### config.mk
export PLATFORM = sky130hd
export DESIGN_NAME = echo_distance_median5_filter_unit_flat
export DESIGN_NICKNAME = d
export VERILOG_FILES = /design/src/rtl/core/edmf_pkg.sv /design/src/rtl/core/edmf_if.sv /design/src/rtl/core/edmf_median.sv /design/src/rtl/core/echo_distance_median5_filter_unit.sv /design/src/flat_wrapper.sv
export SDC_FILE = /design/constraint.sdc
export NUM_CORES = 1
export LEC_CHECK = 0
export BUFFER_PORTS_ARGS = -buffer_cell sky130_fd_sc_hd__buf_2
export CORE_MARGIN = 1.5
export CORE_UTILIZATION = 45
export CTS_BUF_LIST = sky130_fd_sc_hd__clkbuf_16
export CTS_CLUSTER_SIZE = 28
export DETAILED_ROUTE_END_ITERATION = 16
export PLACE_DENSITY = 0.59
export SLEW_MARGIN = 20
export SYNTH_ARGS = -nofsm -noshare
export SYNTH_HDL_FRONTEND = slang
export SYNTH_SLANG_ARGS = --single-unit
### constraint.sdc
create_clock -name clk_i -period 18.9 [get_ports clk_i]
set_input_delay 0 -clock clk_i [delete_from_list [all_inputs] [get_ports clk_i]]
set_output_delay 0 -clock clk_i [all_outputs]
set_load 0.005 [all_outputs]
### src/rtl/core/edmf_pkg.sv
package edmf_pkg;

  localparam int unsigned WIDTH_W    = 15;
  localparam int unsigned DIST_W     = 14;
  localparam int unsigned MIN_W      = 13;
  localparam int unsigned SCALE_W    = 16;
  localparam int unsigned PROD_W     = WIDTH_W + SCALE_W;
  localparam int unsigned FRAC_W     = 16;
  localparam int unsigned CFG_DATA_W = 16;
  localparam int unsigned CFG_IDX_W  = 2;

  typedef logic [WIDTH_W-1:0]    width_t;
  typedef logic [DIST_W-1:0]     dist_t;
  typedef logic [MIN_W-1:0]      min_dist_t;
  typedef logic [SCALE_W-1:0]    scale_t;
  typedef logic [CFG_DATA_W-1:0] cfg_data_t;

  // no-echo sentinel, 999 cm in sixteenths
  localparam dist_t NO_ECHO_Q4 = 14'd15984;

  localparam min_dist_t MIN_DIST_RST = 13'd320;
  localparam dist_t     MAX_DIST_RST = 14'd6400;
  localparam scale_t    SCALE_RST    = 16'd17985;

  typedef enum logic [CFG_IDX_W-1:0] {
    CFG_MIN_DIST = 2'd0,
    CFG_MAX_DIST = 2'd1,
    CFG_SCALE    = 2'd2
  } cfg_idx_e;

endpackage

### src/rtl/core/edmf_if.sv
interface edmf_in_if;
  import edmf_pkg::*;

  logic   valid;
  logic   ready;
  width_t echo_width_us;

  modport source (output valid, output echo_width_us, input ready);
  modport sink (input valid, input echo_width_us, output ready);
endinterface

interface edmf_out_if;
  import edmf_pkg::*;

  logic   valid;
  logic   ready;
  dist_t  median_distance_q4;
  logic   latest_valid;
  width_t measured_width;

  modport source (
    output valid, output median_distance_q4, output latest_valid, output measured_width,
    input ready
  );
  modport sink (
    input valid, input median_distance_q4, input latest_valid, input measured_width,
    output ready
  );
endinterface

### src/rtl/core/edmf_median.sv
module edmf_median #(
  parameter int unsigned Depth = 5
) (
  input  edmf_pkg::dist_t vals_i [Depth],
  output edmf_pkg::dist_t median_o
);
  import edmf_pkg::*;

  localparam int unsigned RankW   = $clog2(Depth);
  localparam int unsigned MidRank = Depth / 2;

  logic [RankW-1:0] rank [Depth];

  // rank of each entry, ties broken by position so every rank is unique
  always_comb begin
    for (int i = 0; i < Depth; i++) begin
      rank[i] = '0;
      for (int j = 0; j < Depth; j++) begin
        if (j != i) begin
          if ((vals_i[j] < vals_i[i]) || ((vals_i[j] == vals_i[i]) && (j < i))) begin
            rank[i] = rank[i] + RankW'(1);
          end
        end
      end
    end
  end

  always_comb begin
    median_o = '0;
    for (int i = 0; i < Depth; i++) begin
      if (rank[i] == RankW'(MidRank)) begin
        median_o = median_o | vals_i[i];
      end
    end
  end

endmodule

### src/rtl/core/echo_distance_median5_filter_unit.sv
// channel   dir  handshake     payload
// meas_i    in   valid/ready   echo_width_us
// res_o     out  valid/ready   median_distance_q4, latest_valid, measured_width
// cfg       in   cfg_we_i      cfg_idx_i, cfg_wdata_i
//
// one transaction per cycle sustained while the result is not stalled
// input register, then scale multiply, range check, ring write and median network
// into the result register
// history ring and pointer update when an item enters the result register
// asynchronous active-low reset clears both valid flags, loads the configuration defaults,
// and fills the ring with the no-echo sentinel
// a stalled result holds the input register; meas_i.ready drops only when both are full
module echo_distance_median5_filter_unit #(
  parameter int unsigned HISTORY_DEPTH = 5
) (
  input  logic                 clk_i,
  input  logic                 rst_ni,
  input  logic                 cfg_we_i,
  input  logic [1:0]           cfg_idx_i,
  input  edmf_pkg::cfg_data_t  cfg_wdata_i,
  edmf_in_if.sink              meas_i,
  edmf_out_if.source           res_o
);
  import edmf_pkg::*;

  localparam int unsigned PtrW = $clog2(HISTORY_DEPTH);

  // configuration registers
  min_dist_t min_q;
  dist_t     max_q;
  scale_t    scale_q;

  always_ff @(posedge clk_i or negedge rst_ni) begin
    if (!rst_ni) begin
      min_q   <= MIN_DIST_RST;
      max_q   <= MAX_DIST_RST;
      scale_q <= SCALE_RST;
    end else if (cfg_we_i) begin
      case (cfg_idx_e'(cfg_idx_i))
        CFG_MIN_DIST: min_q   <= cfg_wdata_i[MIN_W-1:0];
        CFG_MAX_DIST: max_q   <= cfg_wdata_i[DIST_W-1:0];
        CFG_SCALE:    scale_q <= cfg_wdata_i[SCALE_W-1:0];
        default: ;
      endcase
    end
  end

  // handshake control
  logic   s1_valid_q, out_valid_q;
  logic   out_take, s1_free, s1_fire, in_fire;

  assign out_take = !out_valid_q || res_o.ready;
  assign s1_free  = !s1_valid_q || out_take;
  assign s1_fire  = s1_valid_q && out_take;
  assign in_fire  = meas_i.valid && s1_free;
  assign meas_i.ready = s1_free;

  always_ff @(posedge clk_i or negedge rst_ni) begin
    if (!rst_ni) begin
      s1_valid_q  <= 1'b0;
      out_valid_q <= 1'b0;
    end else begin
      if (s1_free) s1_valid_q <= meas_i.valid;
      if (out_take) out_valid_q <= s1_valid_q;
    end
  end

  // input register
  width_t s1_width_q;

  always_ff @(posedge clk_i) begin
    if (in_fire) s1_width_q <= meas_i.echo_width_us;
  end

  // scale and range check
  logic [PROD_W-1:0]      prod;
  logic [WIDTH_W-1:0]     dist_full;
  logic                   in_range;
  dist_t                  new_dist;

  assign prod      = PROD_W'(s1_width_q) * PROD_W'(scale_q);
  assign dist_full = prod[PROD_W-1:FRAC_W];
  assign in_range  = (s1_width_q != '0) &&
                     (dist_full >= WIDTH_W'(min_q)) &&
                     (dist_full <= WIDTH_W'(max_q));
  assign new_dist  = in_range ? dist_full[DIST_W-1:0] : NO_ECHO_Q4;

  // history ring
  dist_t           ring_q    [HISTORY_DEPTH];
  dist_t           ring_next [HISTORY_DEPTH];
  logic [PtrW-1:0] ptr_q, ptr_d;
  dist_t           median;

  always_comb begin
    for (int i = 0; i < HISTORY_DEPTH; i++) begin
      ring_next[i] = ring_q[i];
    end
    ring_next[ptr_q] = new_dist;
    ptr_d = (ptr_q == PtrW'(HISTORY_DEPTH - 1)) ? '0 : ptr_q + PtrW'(1);
  end

  always_ff @(posedge clk_i or negedge rst_ni) begin
    if (!rst_ni) begin
      for (int i = 0; i < HISTORY_DEPTH; i++) begin
        ring_q[i] <= NO_ECHO_Q4;
      end
      ptr_q <= '0;
    end else if (s1_fire) begin
      for (int i = 0; i < HISTORY_DEPTH; i++) begin
        ring_q[i] <= ring_next[i];
      end
      ptr_q <= ptr_d;
    end
  end

  edmf_median #(
    .Depth (HISTORY_DEPTH)
  ) u_median (
    .vals_i   (ring_next),
    .median_o (median)
  );

  // result register
  dist_t  out_median_q;
  logic   out_latest_q;
  width_t out_width_q;

  always_ff @(posedge clk_i) begin
    if (s1_fire) begin
      out_median_q <= median;
      out_latest_q <= in_range;
      out_width_q  <= s1_width_q;
    end
  end

  assign res_o.valid              = out_valid_q;
  assign res_o.median_distance_q4 = out_median_q;
  assign res_o.latest_valid       = out_latest_q;
  assign res_o.measured_width     = out_width_q;

  // checks
  ptr_in_range_a: assert property (@(posedge clk_i) disable iff (!rst_ni)
    ptr_q <= PtrW'(HISTORY_DEPTH - 1))
    else $error("ring pointer out of range");

  ptr_moves_only_on_write_a: assert property (@(posedge clk_i) disable iff (!rst_ni)
    !s1_fire |=> $stable(ptr_q))
    else $error("ring pointer moved without a ring write");

  inrange_value_bounded_a: assert property (@(posedge clk_i) disable iff (!rst_ni)
    (s1_valid_q && in_range) |-> (dist_full[WIDTH_W-1] == 1'b0))
    else $error("in-range distance wider than the ring entry");

  ready_low_only_when_full_a: assert property (@(posedge clk_i) disable iff (!rst_ni)
    !meas_i.ready |-> (s1_valid_q && out_valid_q && !res_o.ready))
    else $error("input stalled with room in the pipeline");

  result_follows_input_a: assert property (@(posedge clk_i) disable iff (!rst_ni)
    s1_fire |=> out_valid_q)
    else $error("transaction lost before result register");

endmodule
### src/flat_wrapper.sv
// flat-port wrapper written by rule: the top's interface ports become plain ports
module echo_distance_median5_filter_unit_flat import edmf_pkg::*;
#(
  parameter int unsigned HISTORY_DEPTH = 5
)
  (clk_i, rst_ni, cfg_we_i, cfg_idx_i, cfg_wdata_i, meas_i_valid, meas_i_echo_width_us, meas_i_ready, res_o_valid, res_o_median_distance_q4, res_o_latest_valid, res_o_measured_width, res_o_ready);
  edmf_in_if meas_i_i ();
  edmf_out_if res_o_i ();
  input  logic clk_i;
  input  logic rst_ni;
  input  logic cfg_we_i;
  input  logic [1:0] cfg_idx_i;
  input  edmf_pkg::cfg_data_t cfg_wdata_i;
  input wire logic [$bits(meas_i_i.valid)-1:0] meas_i_valid;
  input wire logic [$bits(meas_i_i.echo_width_us)-1:0] meas_i_echo_width_us;
  output wire logic [$bits(meas_i_i.ready)-1:0] meas_i_ready;
  output wire logic [$bits(res_o_i.valid)-1:0] res_o_valid;
  output wire logic [$bits(res_o_i.median_distance_q4)-1:0] res_o_median_distance_q4;
  output wire logic [$bits(res_o_i.latest_valid)-1:0] res_o_latest_valid;
  output wire logic [$bits(res_o_i.measured_width)-1:0] res_o_measured_width;
  input wire logic [$bits(res_o_i.ready)-1:0] res_o_ready;
  assign meas_i_i.valid = meas_i_valid;
  assign meas_i_i.echo_width_us = meas_i_echo_width_us;
  assign meas_i_ready = meas_i_i.ready;
  assign res_o_valid = res_o_i.valid;
  assign res_o_median_distance_q4 = res_o_i.median_distance_q4;
  assign res_o_latest_valid = res_o_i.latest_valid;
  assign res_o_measured_width = res_o_i.measured_width;
  assign res_o_i.ready = res_o_ready;
  echo_distance_median5_filter_unit #(.HISTORY_DEPTH(HISTORY_DEPTH)) u_core (.clk_i(clk_i), .rst_ni(rst_ni), .cfg_we_i(cfg_we_i), .cfg_idx_i(cfg_idx_i), .cfg_wdata_i(cfg_wdata_i), .meas_i(meas_i_i), .res_o(res_o_i));
endmodule
==> results.toml <==
[clocking]
clkSlewWorstSetupHoldPaths_ps = 70
clk_path_buf_depth = 2
cts_buffers = 17
cts_setup_buffers = 0
root_buffer = "clkbuf_16"
cts_tree = "yes"
worstSkewPairLatency_ps = 490
ctsHoldBuffers = 35
cts_resized = 0
cts_max_level = 4
clkSinkCount = 163

[worst_setup_path]
cp.arrival_ps = 14690
critPathLaunchType = "flip-flop"
rr_worst_depth = 51
required_ps = 19100
crit_path_max_incr_delay_ps = 820
slowest_stage = "edfxtp_1"
crit_type = "reg2reg"
worstReg2RegStart = "u_core.s1_width_q[8]"
crit_top_cell = "fa_1"
crit_path_max_fanout = 22
reg2reg_to = "u_core.res_o.median_distance_q4[0]"
rrSetupSlack_ps = 4410
end_kind = "flip-flop"

[layout]
antenna_cells = 0
drive_above_1_share_pct = 12.1
final_nets = 2695
layout_commonest_cell = "inv_1"
mostFrequentLayoutCells = "inv_1, ha_1, nand2_1"
final_cells = 2800
n_fill_cell = 4082
area_growth_pct = 9.47

[sta]
max_freq_mhz = 69.0
setup_violations = 0
slew_violations = 0
layout_setup_ws_ps = 4410
setup_tns_ps = 0
finClkSkew_ps = 17.6
hold_violations = 0
rsz0062_at_grt = "no"
fin_crit_sh_pct = 76.7
tightest_slew_ps = 1000
period_needed_ps = 14490
relSlewSlack_pct = 32.6

[grt]
grt_max_degree = 73
antenna_found_initial = 1
first_global_vias = 16400
grt_usage_pct = 28.7
grt_overflow_total = 0
grt_pass1_wl_um = 96500

[drt]
drtIter0Drc = 1224
wl_per_cell_um = 21.7
wirelength_um = 60700
via_per_inst = 5.66
detail_route.first_pass.iterations = 7
vias = 15900
drcViolationCount = 0
ant_nets = 0

[floorplan]
die-area_um2 = 44800
chipHeight_um = 212
num_rows = 76
die_w_um = 212
core_area_um2 = 43100
initial_core_util_pct = 45.5
num_io_pins = 70

[placed_design]
dp_cells = 2732
post-place-ws_ps = 4640
hpwl_um = 47900
portBuffers = 69
gp_congestion = 0.974

[synth]
synthFlopType = "dfrtp_1"
synth-seq-cells = 163
synth-edff-count = 45
syn-num-nets = 2631
ys_types = 94
synth_cells = 2138
syn_area_um2 = 19600
synth.avg_cell_area_um2 = 9.17
ys_seq_area_share_pct = 22.3
ys_warn_count = 0
synthArstFlopShare_pct = 72.4

[min_path]
min_to = "u_core.min_q[6]"
min_from = "cfg_idx_i[1]"
hold_depth = 5
hold_class = "in2reg"

[status]
status = "finished clean"

[run]
cap_viol_max_count = 0
per-stage QoR:
step / hold slack (ps) / cell area, µm² / utilization (%)
after floorplan: -296 / 19600 / -
after global placement: 116 / 20500 / 47.6
after detailed placement: 118 / 20500 / 47.6
after CTS: 9.45 / 21500 / 49.8
after global routing: 87.4 / 21500 / 49.8
final: 33.9 / 21500 / 49.8
flip-flops by register name, indices dropped and copies added (netlist names):
name                             cells
u_core.res_o.valid                   1
u_core.ptr_q                         3
u_core.res_o.median_distance_q4     14
u_core.scale_q                      16
u_core.s1_width_q                   15
u_core.res_o.measured_width         15
u_core.res_o.latest_valid            1
u_core.max_q                        14
u_core.s1_valid_q                    1
u_core.ring_q                       70
u_core.min_q                        13
synth_stat cells, drive strengths merged, types with 6 or more instances:
| library cell | count | area, µm² |
|---|---|---|
| and2 | 153 | 960 |
| o211ai | 9 | 77.6 |
| inv | 299 | 1120 |
| a21boi | 6 | 52.6 |
| a211oi | 14 | 110 |
| a31o | 8 | 70.1 |
| a21oi | 89 | 445 |
| nor3 | 16 | 95.1 |
| xnor2 | 18 | 165 |
| nand2b | 16 | 100 |
| nand4 | 30 | 194 |
| edfxtp | 45 | 1350 |
| mux2i | 7 | 70.1 |
| o21ai | 141 | 728 |
| clkbuf | 67 | 253 |
| nand2 | 272 | 1030 |
| a22oi | 10 | 75.1 |
| fa | 179 | 3580 |
| dfrtp | 68 | 1700 |
| mux2 | 45 | 507 |
| nor4 | 6 | 37.5 |
| nand3 | 28 | 145 |
| nor2b | 15 | 93.8 |
| o21a | 23 | 173 |
| nor2 | 84 | 348 |
| and3 | 13 | 82.6 |
| ha | 276 | 3450 |
| o22ai | 8 | 50.1 |
| a31oi | 14 | 100 |
| dfstp | 50 | 1310 |
| o2111ai | 12 | 105 |
| a21o | 25 | 189 |
| buf | 11 | 73.8 |
how the worst max path moves through the flow:
stage | depth (start not counted) | startpoint | end
floorplan | 53 | u_core.scale_q[0] | u_core.res_o.median_distance_q4[13]
global placement | 52 | u_core.scale_q[8] | u_core.res_o.median_distance_q4[2]
detailed placement | 51 | u_core.s1_width_q[8] | u_core.res_o.median_distance_q4[3]
CTS | 51 | u_core.s1_width_q[8] | u_core.res_o.median_distance_q4[3]
global route | 51 | u_core.s1_width_q[11] | u_core.res_o.median_distance_q4[0]
finish | 51 | u_core.s1_width_q[8] | u_core.res_o.median_distance_q4[0]
per-layer routing:
layer  GRT usage, %  wire length [µm]
met1           39.7             27200
met2           46.1             28000
met3           4.26              4080
met4           8.97              1450
met5              0                 0
cell type report:
type                       instances  area, µm²  share of cell area [%]
clock buffer                      19        475                    2.21
clock inverter                    13        109                   0.507
inverter                         299       1120                    5.23
multi-input combinational       1598      13800                    64.4
sequential                       163       4370                    20.3
tap                              585        732                    3.41
timing repair buffer             123        845                    3.93
critical path, delay by kind of cell, from the launching register on:
family	cells	cell delay, ps
DFF	1	820
adders and majority gates	11	4820
buffers and inverters	6	850
xor gates and xnor gates	2	680
and+or+nand+nor	9	1410
muxes	2	520
AOI/OAI and AO/OA	21	5080
kinds of logic (layout without fill, tap and decap cells):
logic type	after synthesis	count (layout)	synth area share [%]
AND/OR/NAND/NOR	656	656	16.6
adder cells (fa/ha/maj)	455	455	35.9
AO/OA/AOI/OAI	413	413	13.9
buffers and inverters	377	454	7.39
flip-flops	163	163	22.3
multiplexers	52	52	2.94
XOR/XNOR	22	22	1.02
Power is not shown: default switching activity piles up to over one toggle a cycle in this logic, so the estimate is an artifact.
